`config.mk`:
```
export PLATFORM = sky130hd
export DESIGN_NAME = block_silence_segmenter_unit
export DESIGN_NICKNAME = d
export VERILOG_FILES = /design/src/rtl/bss_pkg.sv /design/src/rtl/bss_front.sv /design/src/rtl/bss_queue.sv /design/src/rtl/bss_back.sv /design/src/rtl/block_silence_segmenter_unit.sv
export VERILOG_INCLUDE_DIRS = /design/src /design/src/rtl
export SDC_FILE = /design/constraint.sdc
export NUM_CORES = 1
export LEC_CHECK = 0
export ABC_AREA = 1
export BUFFER_PORTS_ARGS = -buffer_cell sky130_fd_sc_hd__clkbuf_2
export CORE_AREA = 2 2 284 286
export CTS_CLUSTER_SIZE = 24
export DETAILED_ROUTE_END_ITERATION = 10
export DIE_AREA = 0 0 286 288
export GPL_ROUTABILITY_DRIVEN = 0
export GPL_TIMING_DRIVEN = 0
export MAX_ROUTING_LAYER = met4
export PLACE_DENSITY = 0.54
export SETUP_SLACK_MARGIN = 0.3
export SYNTH_ARGS = -nofsm -noshare
export SYNTH_HDL_FRONTEND = slang
export SYNTH_SLANG_ARGS = --single-unit
```
`constraint.sdc`:
```
create_clock -name i_clk -period 14.3 [get_ports i_clk]
set_input_delay 0.715 -clock i_clk [delete_from_list [all_inputs] [get_ports i_clk]]
set_output_delay 0.715 -clock i_clk [all_outputs]
set_load 0.03 [all_outputs]
```
`src/rtl/block_silence_segmenter_unit_assert.svh`:
```
// Assertion macros used by the segmenter queue (bss_queue).
// Both macros sample on the rising edge of clk and stay quiet while rst_n is low.
`ifndef BLOCK_SILENCE_SEGMENTER_UNIT_ASSERT_SVH
`define BLOCK_SILENCE_SEGMENTER_UNIT_ASSERT_SVH

// The consequent must hold in the same cycle as the antecedent.
`define BSS_ASSERT_SAME(lbl, clk, rst_n, ante, cons, msg) \
    lbl: assert property (@(posedge clk) disable iff (!rst_n) (ante) |-> (cons)) \
        else $error(msg);

// The consequent must hold in the cycle after the antecedent.
`define BSS_ASSERT_NEXT(lbl, clk, rst_n, ante, cons, msg) \
    lbl: assert property (@(posedge clk) disable iff (!rst_n) (ante) |=> (cons)) \
        else $error(msg);

`endif

```
`src/rtl/bss_pkg.sv`:
```
package bss_pkg;

    localparam int SAMPLE_W = 32;
    localparam int DIV_W    = 18;
    localparam int SUM_W    = 48;
    localparam int CNT_W    = 17;
    localparam int THR_W    = 31;
    localparam int LEVEL_W  = 31;
    localparam int MEAN_W   = 32;
    localparam int LEN_W    = 32;
    localparam int EVENT_W  = 2;

    localparam int FRONT_ITER_W = $clog2(SAMPLE_W);
    localparam int BACK_ITER_W  = $clog2(SUM_W);

    localparam logic [CNT_W-1:0] MAX_BLOCK_FRAMES = CNT_W'(65536);

    localparam int QUEUE_DEPTH = 2;
    localparam int QUEUE_PTR_W = $clog2(QUEUE_DEPTH);
    localparam int QUEUE_CNT_W = $clog2(QUEUE_DEPTH + 1);

    localparam int APB_ADDR_W = 5;
    localparam int APB_DATA_W = 32;
    localparam int REG_IDX_W  = 3;

    localparam int OUT_DATA_W = 88;

    typedef enum logic [REG_IDX_W-1:0] {
        REG_BLOCK_FRAMES = 3'd0,
        REG_LEVEL_THRESH = 3'd1,
        REG_RATE_DIVISOR = 3'd2,
        REG_MIN_FRAMES   = 3'd3,
        REG_MAX_FRAMES   = 3'd4
    } t_reg_idx;

    typedef enum logic [EVENT_W-1:0] {
        EV_NONE  = 2'd0,
        EV_KEPT  = 2'd1,
        EV_SHORT = 2'd2,
        EV_LONG  = 2'd3
    } t_event;

    typedef enum logic [1:0] {
        FR_IDLE,
        FR_DIV,
        FR_ACC
    } t_front_state;

    typedef enum logic [1:0] {
        BK_IDLE,
        BK_DIV,
        BK_DONE
    } t_back_state;

    typedef struct packed {
        logic [CNT_W-1:0] block_frames;
        logic [THR_W-1:0] level_threshold;
        logic [DIV_W-1:0] rate_divisor;
        logic [LEN_W-1:0] min_frames;
        logic [LEN_W-1:0] max_frames;
    } t_cfg;

    // One finished block handed from the front to the back.
    typedef struct packed {
        logic [SUM_W-1:0] sum;
        logic [CNT_W-1:0] count;
        logic             last;
    } t_blk;

    typedef struct packed {
        logic empty;
        logic full;
    } t_queue_status;

endpackage

```
`src/rtl/bss_front.sv`:
```
module bss_front
    import bss_pkg::*;
(
    input  logic                i_clk,
    input  logic                i_rst_n,
    input  t_cfg                i_cfg,
    input  logic                i_s_valid,
    output logic                o_s_ready,
    input  logic [SAMPLE_W-1:0] i_s_sample,
    input  logic                i_s_last,
    input  t_queue_status       i_q_status,
    output logic                o_push,
    output t_blk                o_blk
);

    t_front_state r_state, n_state;

    logic [SAMPLE_W-1:0]     r_dvd;
    logic [DIV_W-1:0]        r_rem;
    logic [FRONT_ITER_W-1:0] r_iter;
    logic                    r_last;
    logic [SUM_W-1:0]        r_sum;
    logic [CNT_W-1:0]        r_cnt;

    logic [SAMPLE_W-1:0] mag;
    logic [DIV_W-1:0]    div_eff;
    logic [DIV_W:0]      trial;
    logic                q_bit;
    logic [DIV_W-1:0]    n_rem;
    logic [SUM_W-1:0]    n_sum;
    logic [CNT_W-1:0]    n_cnt;
    logic [CNT_W-1:0]    eff_block;
    logic                blk_end;
    logic                advance;

    // Two's complement magnitude; the most negative value maps onto itself.
    assign mag     = i_s_sample[SAMPLE_W-1] ? (~i_s_sample + SAMPLE_W'(1)) : i_s_sample;
    assign div_eff = (i_cfg.rate_divisor == '0) ? DIV_W'(1) : i_cfg.rate_divisor;

    // One restoring division step per cycle, quotient bits shift into r_dvd.
    assign trial = {r_rem, r_dvd[SAMPLE_W-1]};
    assign q_bit = (trial >= {1'b0, div_eff});
    assign n_rem = q_bit ? DIV_W'(trial - {1'b0, div_eff}) : trial[DIV_W-1:0];

    always_comb begin
        eff_block = i_cfg.block_frames;
        if (i_cfg.block_frames == '0) begin
            eff_block = CNT_W'(1);
        end else if (i_cfg.block_frames > MAX_BLOCK_FRAMES) begin
            eff_block = MAX_BLOCK_FRAMES;
        end
    end

    assign n_sum   = r_sum + {{(SUM_W-SAMPLE_W){1'b0}}, r_dvd};
    assign n_cnt   = r_cnt + CNT_W'(1);
    assign blk_end = (n_cnt >= eff_block) || r_last;
    assign advance = (r_state == FR_ACC) && !(blk_end && i_q_status.full);

    always_comb begin
        n_state = r_state;
        case (r_state)
            FR_IDLE: begin
                if (i_s_valid) begin
                    n_state = FR_DIV;
                end
            end
            FR_DIV: begin
                if (r_iter == '1) begin
                    n_state = FR_ACC;
                end
            end
            FR_ACC: begin
                if (advance) begin
                    n_state = FR_IDLE;
                end
            end
            default: n_state = FR_IDLE;
        endcase
    end

    always_comb begin
        o_s_ready = 1'b0;
        o_push    = 1'b0;
        case (r_state)
            FR_IDLE: o_s_ready = 1'b1;
            FR_ACC:  o_push    = blk_end && !i_q_status.full;
            default: begin
                o_s_ready = 1'b0;
                o_push    = 1'b0;
            end
        endcase
    end

    assign o_blk.sum   = n_sum;
    assign o_blk.count = n_cnt;
    assign o_blk.last  = r_last;

    always_ff @(posedge i_clk) begin
        if (!i_rst_n) begin
            r_state <= FR_IDLE;
            r_sum   <= '0;
            r_cnt   <= '0;
        end else begin
            r_state <= n_state;
            if (advance) begin
                // Clear the block sums once the block has gone to the queue.
                r_sum <= blk_end ? '0 : n_sum;
                r_cnt <= blk_end ? '0 : n_cnt;
            end
        end
    end

    always_ff @(posedge i_clk) begin
        if (r_state == FR_IDLE && i_s_valid) begin
            r_dvd  <= mag;
            r_rem  <= '0;
            r_iter <= '0;
            r_last <= i_s_last;
        end else if (r_state == FR_DIV) begin
            r_dvd  <= {r_dvd[SAMPLE_W-2:0], q_bit};
            r_rem  <= n_rem;
            r_iter <= r_iter + FRONT_ITER_W'(1);
        end
    end

endmodule

```
`src/rtl/bss_queue.sv`:
```
`include "block_silence_segmenter_unit_assert.svh"

module bss_queue
    import bss_pkg::*;
(
    input  logic          i_clk,
    input  logic          i_rst_n,
    input  logic          i_push,
    input  t_blk          i_blk,
    input  logic          i_pop,
    output t_blk          o_blk,
    output t_queue_status o_status
);

    localparam logic [QUEUE_CNT_W-1:0] CNT_FULL = QUEUE_CNT_W'(QUEUE_DEPTH);

    t_blk                   r_mem [QUEUE_DEPTH];
    logic [QUEUE_PTR_W-1:0] r_wr_ptr;
    logic [QUEUE_PTR_W-1:0] r_rd_ptr;
    logic [QUEUE_CNT_W-1:0] r_count;

    assign o_blk           = r_mem[r_rd_ptr];
    assign o_status.empty  = (r_count == '0);
    assign o_status.full   = (r_count == CNT_FULL);

    // Pointers wrap naturally: the depth is a power of two.
    always_ff @(posedge i_clk) begin
        if (!i_rst_n) begin
            r_wr_ptr <= '0;
            r_rd_ptr <= '0;
            r_count  <= '0;
        end else begin
            if (i_push) begin
                r_wr_ptr <= r_wr_ptr + QUEUE_PTR_W'(1);
            end
            if (i_pop) begin
                r_rd_ptr <= r_rd_ptr + QUEUE_PTR_W'(1);
            end
            case ({i_push, i_pop})
                2'b10:   r_count <= r_count + QUEUE_CNT_W'(1);
                2'b01:   r_count <= r_count - QUEUE_CNT_W'(1);
                default: r_count <= r_count;
            endcase
        end
    end

    always_ff @(posedge i_clk) begin
        if (i_push) begin
            r_mem[r_wr_ptr] <= i_blk;
        end
    end

    `BSS_ASSERT_SAME(a_no_overflow, i_clk, i_rst_n, i_push, r_count != CNT_FULL, "queue push while full")
    `BSS_ASSERT_SAME(a_no_underflow, i_clk, i_rst_n, i_pop, r_count != '0, "queue pop while empty")
    `BSS_ASSERT_NEXT(a_count_up, i_clk, i_rst_n, i_push && !i_pop, r_count == $past(r_count) + QUEUE_CNT_W'(1), "queue count did not advance on push")

endmodule

```
`src/rtl/bss_back.sv`:
```
module bss_back
    import bss_pkg::*;
(
    input  logic                i_clk,
    input  logic                i_rst_n,
    input  t_cfg                i_cfg,
    input  t_queue_status       i_q_status,
    input  t_blk                i_blk,
    output logic                o_pop,
    output logic                o_m_valid,
    input  logic                i_m_ready,
    output logic                o_noisy,
    output logic [LEVEL_W-1:0]  o_level,
    output logic [CNT_W-1:0]    o_count,
    output logic [EVENT_W-1:0]  o_event,
    output logic [LEN_W-1:0]    o_frames,
    output logic                o_end
);

    t_back_state r_state, n_state;

    logic [SUM_W-1:0]       r_dvd;
    logic [CNT_W-1:0]       r_rem;
    logic [CNT_W-1:0]       r_den;
    logic [BACK_ITER_W-1:0] r_iter;
    logic                   r_last;

    logic             r_seg_open;
    logic [LEN_W-1:0] r_seg_len;

    logic               r_out_valid;
    logic               r_noisy;
    logic [LEVEL_W-1:0] r_level;
    logic [CNT_W-1:0]   r_count;
    t_event             r_event;
    logic [LEN_W-1:0]   r_frames;
    logic               r_end;

    logic [CNT_W:0]    trial;
    logic              q_bit;
    logic [CNT_W-1:0]  n_rem;
    logic              div_done;
    logic [MEAN_W-1:0] mean;
    logic              noisy;
    logic [LEN_W:0]    len_sum;
    logic [LEN_W-1:0]  n_len;
    logic              n_open;
    logic              closing;
    t_event            n_event;
    logic              slot_free;
    logic              finish;

    assign trial    = {r_rem, r_dvd[SUM_W-1]};
    assign q_bit    = (trial >= {1'b0, r_den});
    assign n_rem    = q_bit ? CNT_W'(trial - {1'b0, r_den}) : trial[CNT_W-1:0];
    assign div_done = (r_iter == BACK_ITER_W'(SUM_W - 1));

    // Each scaled magnitude is at most 2^31, so the mean fits in 32 bits.
    assign mean  = r_dvd[MEAN_W-1:0];
    assign noisy = (mean > {1'b0, i_cfg.level_threshold});

    assign len_sum = {1'b0, r_seg_len} + {{(LEN_W+1-CNT_W){1'b0}}, r_den};
    assign n_open  = r_seg_open || noisy;
    assign closing = n_open && (!noisy || r_last);

    always_comb begin
        n_len = r_seg_len;
        if (noisy) begin
            n_len = len_sum[LEN_W] ? '1 : len_sum[LEN_W-1:0];
        end
    end

    always_comb begin
        if (n_len < i_cfg.min_frames) begin
            n_event = EV_SHORT;
        end else if (n_len > i_cfg.max_frames) begin
            n_event = EV_LONG;
        end else begin
            n_event = EV_KEPT;
        end
    end

    assign slot_free = !r_out_valid || i_m_ready;
    assign finish    = (r_state == BK_DONE) && slot_free;

    always_comb begin
        n_state = r_state;
        case (r_state)
            BK_IDLE: begin
                if (!i_q_status.empty) begin
                    n_state = BK_DIV;
                end
            end
            BK_DIV: begin
                if (div_done) begin
                    n_state = BK_DONE;
                end
            end
            BK_DONE: begin
                if (slot_free) begin
                    n_state = BK_IDLE;
                end
            end
            default: n_state = BK_IDLE;
        endcase
    end

    always_comb begin
        o_pop = 1'b0;
        case (r_state)
            BK_IDLE: o_pop = !i_q_status.empty;
            default: o_pop = 1'b0;
        endcase
    end

    always_ff @(posedge i_clk) begin
        if (!i_rst_n) begin
            r_state     <= BK_IDLE;
            r_seg_open  <= 1'b0;
            r_seg_len   <= '0;
            r_out_valid <= 1'b0;
        end else begin
            r_state <= n_state;
            if (finish) begin
                r_out_valid <= 1'b1;
                r_seg_open  <= closing ? 1'b0 : n_open;
                r_seg_len   <= closing ? '0 : n_len;
            end else if (i_m_ready) begin
                r_out_valid <= 1'b0;
            end
        end
    end

    always_ff @(posedge i_clk) begin
        if (o_pop) begin
            r_dvd  <= i_blk.sum;
            r_den  <= i_blk.count;
            r_last <= i_blk.last;
            r_rem  <= '0;
            r_iter <= '0;
        end else if (r_state == BK_DIV) begin
            r_dvd  <= {r_dvd[SUM_W-2:0], q_bit};
            r_rem  <= n_rem;
            r_iter <= r_iter + BACK_ITER_W'(1);
        end
    end

    always_ff @(posedge i_clk) begin
        if (finish) begin
            r_noisy  <= noisy;
            r_level  <= mean[MEAN_W-1] ? '1 : mean[LEVEL_W-1:0];
            r_count  <= r_den;
            r_event  <= closing ? n_event : EV_NONE;
            r_frames <= n_open ? n_len : '0;
            r_end    <= r_last;
        end
    end

    assign o_m_valid = r_out_valid;
    assign o_noisy   = r_noisy;
    assign o_level   = r_level;
    assign o_count   = r_count;
    assign o_event   = r_event;
    assign o_frames  = r_frames;
    assign o_end     = r_end;

endmodule

```
`src/rtl/block_silence_segmenter_unit.sv`:
```
// Channel   Direction  Payload (lowest bit first)                          Accepted when
// s_axis    in         tdata: sample[31:0]; tlast: last_sample             tvalid && tready
// m_axis    out        tdata: block_noisy, block_level[30:0],              tvalid && tready
//                      block_count[16:0], segment_frames[31:0], zero pad;
//                      tuser: segment_event[1:0]; tlast: stream_end
// apb       in/out     five registers at byte addresses 0,4,8,12,16        psel && penable
//                                                                          && pwrite && pready
//
// Front: FR_IDLE accepts a sample, FR_DIV runs the bit-per-cycle restoring
// divide by rate_divisor, FR_ACC accumulates and waits while the block ends
// and the queue is full. Back: BK_IDLE pops a block, BK_DIV runs the
// bit-per-cycle divide of the 48-bit block sum by the sample count, BK_DONE
// judges the block and loads the output register once the slot is free.
// A two-entry block queue between front and back lets samples keep flowing
// while the back divides or the output stalls; with short blocks the back
// sets the pace and the front holds tready low while the queue is full.
// Reset (synchronous, active low) clears sums, counts, segment state and the
// queue, and loads the configuration defaults; no clearing pass follows.
module block_silence_segmenter_unit
    import bss_pkg::*;
(
    input  logic                  i_clk,
    input  logic                  i_rst_n,
    // stream in
    input  logic                  s_axis_tvalid,
    output logic                  s_axis_tready,
    input  logic [SAMPLE_W-1:0]   s_axis_tdata,   // [31:0] sample
    input  logic                  s_axis_tlast,
    // stream out
    output logic                  m_axis_tvalid,
    input  logic                  m_axis_tready,
    output logic [OUT_DATA_W-1:0] m_axis_tdata,   // [0] block_noisy, [31:1] block_level,
                                                  // [48:32] block_count,
                                                  // [80:49] segment_frames, [87:81] zero
    output logic [EVENT_W-1:0]    m_axis_tuser,   // [1:0] segment_event
    output logic                  m_axis_tlast,
    // configuration
    input  logic                  psel,
    input  logic                  penable,
    input  logic                  pwrite,
    input  logic [APB_ADDR_W-1:0] paddr,
    input  logic [APB_DATA_W-1:0] pwdata,
    output logic [APB_DATA_W-1:0] prdata,
    output logic                  pready
);

    t_cfg r_cfg;

    t_reg_idx reg_idx;
    logic     cfg_write;

    t_queue_status q_status;
    t_blk          push_blk;
    t_blk          pop_blk;
    logic          push;
    logic          pop;

    logic               out_noisy;
    logic [LEVEL_W-1:0] out_level;
    logic [CNT_W-1:0]   out_count;
    logic [EVENT_W-1:0] out_event;
    logic [LEN_W-1:0]   out_frames;
    logic               out_end;

    // Decode the word address; byte offset bits are ignored.
    assign reg_idx   = t_reg_idx'(paddr[APB_ADDR_W-1:2]);
    assign cfg_write = psel && penable && pwrite;
    assign pready    = 1'b1;

    always_ff @(posedge i_clk) begin
        if (!i_rst_n) begin
            r_cfg.block_frames    <= CNT_W'(1024);
            r_cfg.level_threshold <= THR_W'(30);
            r_cfg.rate_divisor    <= DIV_W'(44100);
            r_cfg.min_frames      <= LEN_W'(44100);
            r_cfg.max_frames      <= LEN_W'(441000);
        end else if (cfg_write) begin
            // Unlisted addresses drop the write.
            case (reg_idx)
                REG_BLOCK_FRAMES: r_cfg.block_frames    <= pwdata[CNT_W-1:0];
                REG_LEVEL_THRESH: r_cfg.level_threshold <= pwdata[THR_W-1:0];
                REG_RATE_DIVISOR: r_cfg.rate_divisor    <= pwdata[DIV_W-1:0];
                REG_MIN_FRAMES:   r_cfg.min_frames      <= pwdata[LEN_W-1:0];
                REG_MAX_FRAMES:   r_cfg.max_frames      <= pwdata[LEN_W-1:0];
                default: begin
                end
            endcase
        end
    end

    always_comb begin
        case (reg_idx)
            REG_BLOCK_FRAMES: prdata = APB_DATA_W'(r_cfg.block_frames);
            REG_LEVEL_THRESH: prdata = APB_DATA_W'(r_cfg.level_threshold);
            REG_RATE_DIVISOR: prdata = APB_DATA_W'(r_cfg.rate_divisor);
            REG_MIN_FRAMES:   prdata = r_cfg.min_frames;
            REG_MAX_FRAMES:   prdata = r_cfg.max_frames;
            default:          prdata = '0;
        endcase
    end

    // Front: scale each sample and build block sums.
    bss_front u_front (
        .i_clk      (i_clk),
        .i_rst_n    (i_rst_n),
        .i_cfg      (r_cfg),
        .i_s_valid  (s_axis_tvalid),
        .o_s_ready  (s_axis_tready),
        .i_s_sample (s_axis_tdata),
        .i_s_last   (s_axis_tlast),
        .i_q_status (q_status),
        .o_push     (push),
        .o_blk      (push_blk)
    );

    // Queue: hold finished blocks until the back is free.
    bss_queue u_queue (
        .i_clk    (i_clk),
        .i_rst_n  (i_rst_n),
        .i_push   (push),
        .i_blk    (push_blk),
        .i_pop    (pop),
        .o_blk    (pop_blk),
        .o_status (q_status)
    );

    // Back: take the mean, judge the block, track the open segment.
    bss_back u_back (
        .i_clk      (i_clk),
        .i_rst_n    (i_rst_n),
        .i_cfg      (r_cfg),
        .i_q_status (q_status),
        .i_blk      (pop_blk),
        .o_pop      (pop),
        .o_m_valid  (m_axis_tvalid),
        .i_m_ready  (m_axis_tready),
        .o_noisy    (out_noisy),
        .o_level    (out_level),
        .o_count    (out_count),
        .o_event    (out_event),
        .o_frames   (out_frames),
        .o_end      (out_end)
    );

    assign m_axis_tdata = {{(OUT_DATA_W-1-LEVEL_W-CNT_W-LEN_W){1'b0}},
                           out_frames, out_count, out_level, out_noisy};
    assign m_axis_tuser = out_event;
    assign m_axis_tlast = out_end;

endmodule
```
After elaboration in Yosys (flattened, before gate mapping)
Memory sizes are Yosys's and may differ from the RTL's. A register that Yosys moved wholly into a read port is not among the register bits.
Cells that the tools add are included.
{"block": "classes", "n_addsub": 12, "order_cmp": 7, "eq_ne": 19, "n_mux": 37, "bitwise_logic": 2, "n_reduce_logical": 35}
{"operator": "2-to-1 mux 32 bit", "n": 6}
{"operator": "case mux 32 bit (5 select lines)", "n": 1}
{"operator": "2-to-1 mux 48 bit", "n": 3}
{"operator": "2-to-1 mux 17 bit", "n": 4}
{"operator": "adder 48 x 32 -> 48 bit", "n": 1}
{"operator": "2-to-1 mux 18 bit", "n": 2}
{"operator": "adder 32 x 17 -> 33 bit", "n": 1}
{"operator": "adder 32 x 1 -> 32 bit, second input constant", "n": 1}
{"operator": "> comparator 32 x 31 -> 1 bit", "n": 1}
{"operator": "> comparator 32 bit", "n": 1}
{"operator": "< comparator 32 bit", "n": 1}
{"operator": "NOT 32 bit", "n": 1}
{"operator": ">= comparator 19 x 18 -> 1 bit", "n": 1}
{"operator": ">= comparator 18 x 17 -> 1 bit", "n": 1}
{"operator": "zero test 18 bit", "n": 1}
{"operator": "subtractor 18 bit", "n": 1}
{"operator": "adder 17 x 1 -> 17 bit, second input constant", "n": 1}
{"operator": ">= comparator 17 bit", "n": 1}
{"operator": "> comparator 17 bit, second input constant", "n": 1}
{"operator": "zero test 17 bit", "n": 1}
{"operator": "subtractor 17 bit", "n": 1}
{"operator": "2-to-1 mux 2 bit", "n": 8}
{"operator": "case mux 2 bit (3 select lines)", "n": 2}
{"operator": "2-to-1 mux 1 bit", "n": 10}
{"operator": "25 further kinds", "n": 60}
{"block": "word_totals", "reg_bits": 466, "mem_bits_rw": 132, "input_bits": 77, "out_inout_bits": 126, "memories": 1}
{"memory": "u_queue.r_mem", "words": 2, "word_bits": 66, "rd": 1, "rd_ports_with_merged_regs": 1, "write_ports": 1, "line": "bss_queue.sv:17", "text": "t_blk r_mem [QUEUE_DEPTH];"}

Logic depth before layout (Yosys ltp)
Gate-level depths: netlist of run 1.
{"block": "logic_depth", "depth_word": 10, "depth_mapped": 31}

Modules after synthesis
A second synthesis of run 1 with hierarchy kept.
{"block": "hier_totals", "hier_cells": 4474, "area_unflattened_um2": 35129.9}
{"module": "bss_back", "instances": 1, "cells_per_inst": 1454, "area_per_inst_um2": 12623.4}
{"module": "bss_front", "instances": 1, "cells_per_inst": 1785, "area_per_inst_um2": 11076.9}
{"module": "block_silence_segmenter_unit", "instances": 1, "cells_per_inst": 995, "area_per_inst_um2": 6279.8}
{"module": "bss_queue", "instances": 1, "cells_per_inst": 240, "area_per_inst_um2": 5149.9}

Least setup slack after synthesis of run 1
OpenSTA, ideal clock, no wires.
{"block": "synth_path", "path_kind": "reg-to-reg", "start": "register u_front.r_cnt[0]", "end": "memory u_queue.r_mem[1][0] in the netlist's numbering, enable pin", "setup_time_ps": 492, "t_arrival_ps": 5774, "slack_ps": 8034, "path_stages_with_launch": 19, "path_buffers": 0, "synth_period_minus_slack_ps": 6266, "cell_sequence": "dfxtp_1 > ha_1 > nand2_1 > nor3b_1 > nand4_1 > nor3_2 > nand2_1 > xor2_1 > inv_1 > ha_1 > inv_1 > nor3_1 > nor3b_2 > nand3_1 > o2111ai_1 > nor2_1 > nor3_1 > inv_1 > nor2_1"}
{"item": "from (decl)", "line": "bss_front.sv:23", "text": "logic [CNT_W-1:0] r_cnt;"}
{"item": "from (signal assigned)", "line": "bss_front.sv:108", "text": "r_cnt <= blk_end ? '0 : n_cnt;"}
{"item": "to (decl)", "line": "bss_queue.sv:17"}

==> results.yml, run 1 <==
status:
  status: "finished, final reports clean"
grt:
  grt_max_degree: 51
  grt-ovfl-total: 0
  grt_pass1_vias: 24886
  grt_pass1_wl_mm: 148.0
  grt_antenna_before_repair: 4
  grt_use_total_pct: 24.10
final_layout:
  syn2layout_area_growth_pct: 15.32
  instances_no_fill: 5014
  nFillCells: 7862
  final_common_cell: "nand2_1"
  final_cell_mix: "680 x nand2_1, 435 x inv_1, 347 x a21oi_1"
  drive_gt1_share_pct: 11.01
  nNetsFinal: 4179
synthesis:
  synth_area_leaders: "edfxtp_1 30%, dfxtp_1 18%, nand2_1 8.1%"
  synthCells: 3621
  synthFlopType: "edfxtp_1"
  synth_top_area_share_pct: 29.99
  synth_area_leader_cell: "edfxtp_1"
  synthDistinctLibCells: 71
  ys_seq_area_share_pct: 48.02
  syn_area_um2: 31540
  avgSynthCellArea_um2: 8.709
  ys_ff_latch: 599
  async_flop_share_pct: 0
  synth-edff-count: 315
  synth_warnings: 0
clock_tree:
  max-clock-path-buffers: 3
  numCtsBuffers: 70
  clock-sinks: 599
  cts_setup_buffers: 0
  cts_resized: 0
  clk_latency_ns: 0.61
  h-tree-depth: 3
  clkTransAtPathRegs_ns: 0.06
  cts_root_buf: "clkbuf_16"
  hold_buffers: 0
  cts_tree: "yes"
timing:
  layout_min_cycle_time_ns: 5.065
  finalHoldViolCount: 0
  setup_viol: 0
  slew_viol_final: 0
  fin_tns_setup_ns: 0
  fin_crit_sh_pct: 35.42
  grt_setup_unrepaired: "false"
  tightest_slew_ns: 1.262
  maxSlewHeadroom_pct: 15.90
  fmax_mhz: 197.4
  skew_ns: 0.02629
worst_setup_path:
  reg2reg_depth: 18
  rr_startpoint: "u_front.r_cnt[0]$_SDFFE_PN0P_"
  critPathKind: "reg -> reg"
  crit_fanout: 27
  r2r-end: "u_queue.r_mem[1][19]$_DFFE_PP_"
  cp_slowest_cell: "nor2_4"
  path_cells: "ha_1 -> nand2_1 -> nor3b_1 -> nand4_1 -> nor3_2 -> nand3_1 -> xnor2_1 -> ha_1 -> nand2_1 -> nor3_1 -> nor3b_2 -> nand3_1 -> o2111ai_1 -> nor2_1 -> nor3_1 -> inv_1 -> nor2_4 -> buf_12"
  rrSetupSlack_ns: 9.23
  end_kind: "register"
  slowest_delay_ns: 0.63
  startpoint_type: "register"
  required_ns: 14.60
  arrival_ns: 5.37
drt:
  vias_per_cell: 5.140
  drc: 0
  ant_nets: 0
  routed_wl_mm: 97.02
  vias: 25773
  wire_per_inst_um: 19.35
  drt_iter0_drc: 1673
  first_pass_iters: 5
floorplan:
  core_um2: 79640
  die_w_um: 286
  ios: 203
  fp-row-count: 104
  dieArea_um2: 82370
  start_util_pct: 39.60
  die_y_um: 288
hold_path:
  hp-start: "pwdata[18]"
  hold_class: "in -> reg"
  holdPathStages: 3
  worstHoldEndpoint: "r_cfg[18]$_SDFFE_PN1P_"
run:
  cap_viol_max_count: 0
pwr:
  p_leak_uw: 0.01506
  vdd_drop_max_mv: 0.09352
  power_density_nw_per_um2: 150.3
placement:
  dp_cells: 4885
  dp_hpwl_mm: 74.48
  io_buffers: 192
## critical path: cells and delay by family, from the launching register on
family | cells | cell delay [ns]
compound gates | 1 | 0.23
xor+xnor | 1 | 0.36
fa+ha+maj | 2 | 0.47
buf+inv | 2 | 0.47
flops | 1 | 0.50
simple gates | 12 | 2.70
## per-layer routing
layer | track usage (%) | part of all wire [%] | up-vias
li1 | - | - | 12923
met4 | 7.251 | 2.5 | 0
met3 | 2.718 | 4.5 | 124
met1 | 30.67 | 45 | 12083
met2 | 40.33 | 48 | 643
met5 | - | 0 | -
## stage by stage
stage	worst slack (ns)	area, um2	hold slack, ns	util, %	power [uW]
after floorplan	8.034	31560	0.4179	-	3146
after global placement	5.131	33850	0.4368	42.50	3632
after detailed placement	9.179	34000	0.4401	42.69	3641
after CTS	9.160	36360	0.3548	45.66	5503
after global routing	8.735	36370	0.3844	45.67	5782
final	9.235	36370	0.3847	45.67	5465
## sequential cells by signal, summed over array words and instances, names as in the netlist, 2 cells and up, named ones only
signal and cells:
u_queue.r_mem 132, r_cfg 130, u_back.r_dvd 48, u_front.r_sum 48, u_back.o_frames 32, u_back.r_seg_len 32, u_front.r_dvd 32, u_back.o_level 31
u_front.r_rem 18, u_back.o_count 17, u_back.r_den 17, u_back.r_rem 17, u_front.r_cnt 17, u_back.r_iter 6, u_front.r_iter 5, u_back.o_event 2
u_back.r_state 2, u_front.r_state 2, u_queue.r_count 2
## cell usage after synthesis (20+ instances only)
cell / number
dfxtp_1: 284
ha_1: 201
a31oi_1: 20
xnor2_1: 50
nor2_1: 279
nand2_1: 680
clkbuf_1: 106
a22oi_1: 28
a21oi_1: 347
inv_1: 438
o211ai_1: 52
edfxtp_1: 315
nand3_1: 50
nand4_1: 37
o22ai_1: 34
nor3_1: 34
xor2_1: 72
o21ai_0: 323
## worst max-delay path by stage
stage                                        startpoint  cells after the start                             end  slack, ns
after detailed placement  u_front.r_cnt[0]$_SDFFE_PN0P_                     18  u_queue.r_mem[1][20]$_DFFE_PP_       9.18
after CTS                 u_front.r_cnt[0]$_SDFFE_PN0P_                     18  u_queue.r_mem[1][24]$_DFFE_PP_       9.16
final                     u_front.r_cnt[0]$_SDFFE_PN0P_                     18  u_queue.r_mem[1][19]$_DFFE_PP_       9.23
after global placement    u_front.r_cnt[0]$_SDFFE_PN0P_                     17  u_queue.r_mem[1][59]$_DFFE_PP_       5.13
after global routing      u_front.r_cnt[0]$_SDFFE_PN0P_                     18  u_queue.r_mem[1][30]$_DFFE_PP_       8.74
after floorplan           u_front.r_cnt[0]$_SDFFE_PN0P_                     18   u_queue.r_mem[1][0]$_DFFE_PP_       8.03
## where the power goes
| group | switching (uW) | internal (uW) | leakage [uW] | total [uW] |
|---|---|---|---|---|
| Combinational | 1000 | 468 | 0.00870 | 1470 |
| Clock | 737 | 1110 | 0.00114 | 1850 |
| Sequential | 109 | 2040 | 0.00523 | 2150 |
## layout make-up
cell class                      instances  area [um2]  share of cell area [%]
Sequential cell                       599       15140                   41.64
Multi-Input combinational cell       2434       14140                   38.87
Clock buffer                           96        2014                   5.539
Inverter                              455        1710                   4.703
Tap cell                             1060        1326                   3.647
Timing Repair Buffer                  198        1096                   3.014
Buffer                                139       586.8                   1.614
Clock inverter                         30       345.3                  0.9496
Antenna cell                            3       7.507                 0.02064
## logic make-up after synthesis
group | Yosys count | synth area share [%]
buffers and inverters | 594 | 7.272
adders and majority gates | 206 | 8.260
DFF | 599 | 48.02
muxes | 19 | 0.6745
other | 2 | 0.02381
and+or+nand+nor | 1158 | 15.34
AOI/OAI and AO/OA | 917 | 16.81
xor gates and xnor gates | 126 | 3.595
No activity file was read; power rests on OpenSTA's default activity.
==> run 2: changes to the inputs <==
==> constraint.sdc (replaced) <==
create_clock -name i_clk -period 4.96 [get_ports i_clk]
set_input_delay 0.248 -clock i_clk [delete_from_list [all_inputs] [get_ports i_clk]]
set_output_delay 0.248 -clock i_clk [all_outputs]
set_load 0.03 [all_outputs]
==> run 2 against run 1 <==
Net effect:
- utilization is 0.40 points higher
- fmax up 16%
- routed wire length increased by 0.90%
- power grew to 2.9 times the previous value
- register-to-register slack worse by 8.6 ns
- die area unchanged
- non-clock buffer count is 28 higher
- clock power rose to 2.8 times the previous value
- clock skew down 0.0015 ns
- largest power group unchanged
==> results.yml, run 2 (synthesized netlist as in run 1, its figures left out) <==
drt:
  routed_wl_mm: 97.90
  drt_iter0_drc: 1901
  ant_nets: 0
  vias: 26031
  vias_per_cell: 5.170
  wire_per_inst_um: 19.44
  drc: 0
  first_pass_iters: 5
run:
  cap_viol_max_count: 0
worst_setup_path:
  startpoint_type: "register"
  end_kind: "register"
  critPathKind: "reg -> reg"
  crit_fanout: 10
  required_ns: 5.41
  arrival_ns: 4.81
timing:
  setup_viol: 0
  finalHoldViolCount: 0
  tightest_slew_ns: 1.220
  skew_ns: 0.02477
  fmax_mhz: 229.3
  fin_crit_sh_pct: 87.94
  maxSlewHeadroom_pct: 18.66
  layout_min_cycle_time_ns: 4.362
  slew_viol_final: 0
  fin_tns_setup_ns: 0
  grt_setup_unrepaired: "true"
clock_tree:
  h-tree-depth: 3
  clkTransAtPathRegs_ns: 0.06
  cts_tree: "yes"
  cts_root_buf: "clkbuf_16"
  clk_latency_ns: 0.60
  numCtsBuffers: 69
  max-clock-path-buffers: 3
  clock-sinks: 599
floorplan:
  core_um2: 79640
  fp-row-count: 104
  start_util_pct: 39.60
  dieArea_um2: 82370
  die_w_um: 286
  ios: 203
  die_y_um: 288
final_layout:
  final_cell_mix: "680 x nand2_1, 433 x inv_1, 347 x a21oi_1"
  syn2layout_area_growth_pct: 16.33
  final_common_cell: "nand2_1"
  nNetsFinal: 4208
  largest_reg_flops: 132
  largestRegisters: "u_queue.r_mem: 132 flops, r_cfg: 130 flops"
  num_antenna_cells: 0
  drive_gt1_share_pct: 11.67
  largest_register: "u_queue.r_mem"
  instances_no_fill: 5035
  stdcell_area_um2: 36690
pwr:
  p_leak_uw: 0.01522
  power_density_nw_per_um2: 426.7
  vdd_drop_max_mv: 0.2368
status:
  status: "finished, final reports clean"
grt:
  grt_pass1_vias: 24744
  grt-ovfl-total: 0
  grt_busiest_layer: "met2"
  grt_antenna_before_repair: 3
  grt_max_degree: 58
  grt_pass1_wl_mm: 148.5
  met1_usage_pct: 31.39
  grt_util_met3_pct: 2.409
  met2_usage_pct: 40.37
  grt_use_total_pct: 24.23
placement:
  io_buffers: 192
  dp_hpwl_mm: 74.60
  placed_area_um2: 34010
  dp_cells: 4885
hold_path:
  hold_class: "in -> reg"
-- run 2: cell types whose count changed in the layout (fill, tap and decap cells not counted), sizes merged --
cell / delta
dlygate4sd3: +19
buf: +6
clkbuf: +3
clkinv: -3
diode: -3
inv: -3
nor2: +2
bufinv: -1
clkinvlp: +1
-- run 2: layout make-up --
type / instances / area (um2)
tap: 1060 / 1326
timing repair buffer: 226 / 1361
sequential: 599 / 15150
clock inverter: 24 / 289.0
inverter: 455 / 1710
fill: 7852 / 42950
clock buffer: 96 / 1992
multi-input combinational: 2436 / 14270
buffer: 139 / 596.8
-- run 2: what timing repair did --
action / 4_1_cts / 5_1_grt
setup buffers: 5 / 4
resized for setup: 5 / 26
hold buffers: 19 / 0
pin swaps: 2 / 2
endpoints found under the setup margin: 135 / 201
hold endpoints to repair: 49 / 0
gates cloned: 2 / 0
-- run 2: routing by layer --
metal | share of wire, % | up-vias
li1 | - | 12947
met1 | 45 | 12209
met2 | 48 | 728
met3 | 5.1 | 147
met4 | 2.5 | 0
met5 | 0 | -
-- run 2: through the flow --
stage / utilization (%) / setup WS, ns / power, uW / hold WS (ns)
finish: 46.07 / 0.5979 / 15650 / 0.02745
global route: 46.07 / 0.3149 / 16550 / 0.03732
CTS: 45.89 / 0.3264 / 15720 / 0.003755
detailed placement: 42.70 / -0.3535 / 10500 / 0.4482
global placement: 42.51 / -2.217 / 10460 / 0.4383
floorplan: - / -0.1996 / 9071 / 0.3469
-- run 2: path summary, 6_finish.rpt --
path	to	slack, ns	cells past startpoint	from
setup / recovery	u_back.o_event[1]$_SDFFCE_PN0P_	0.60	21	r_cfg[112]$_SDFFE_PN0P_
hold / removal	r_cfg[61]$_SDFFE_PN0P_	0.03	3	pwdata[29]
setup reg to reg	u_back.o_event[1]$_SDFFCE_PN0P_	0.60	21	r_cfg[112]$_SDFFE_PN0P_
hold reg to reg	register	0.46	1	u_queue.r_rd_ptr$_SDFFE_PN0P_
-- run 2: critical path: stages, from the launching register on --
cell and delay, ns:
dfxtp_1 0.31, inv_1 0.19, ha_1 0.40, nand3_1 0.10, nor2_2 0.11, nand2_1 0.08
nor2_1 0.13, nand2_1 0.08, nand2_2 0.13, nand2_4 0.12, inv_2 0.17, buf_2 0.28
nor2_1 0.07, a31oi_1 0.58, ha_1 0.40, nand4_1 0.13, a21oi_1 0.07, a2111oi_1 0.36
nand2_1 0.18, nand2_1 0.11, nand2_1 0.05, a21oi_1 0.14
-- run 2: report_power, final --
group / total [uW] / switching, uW / internal (uW) / leakage, uW
sequential: 6190 / 321 / 5870 / 0.00523
combinational: 4280 / 2900 / 1380 / 0.00890
clock: 5180 / 2070 / 3110 / 0.00110
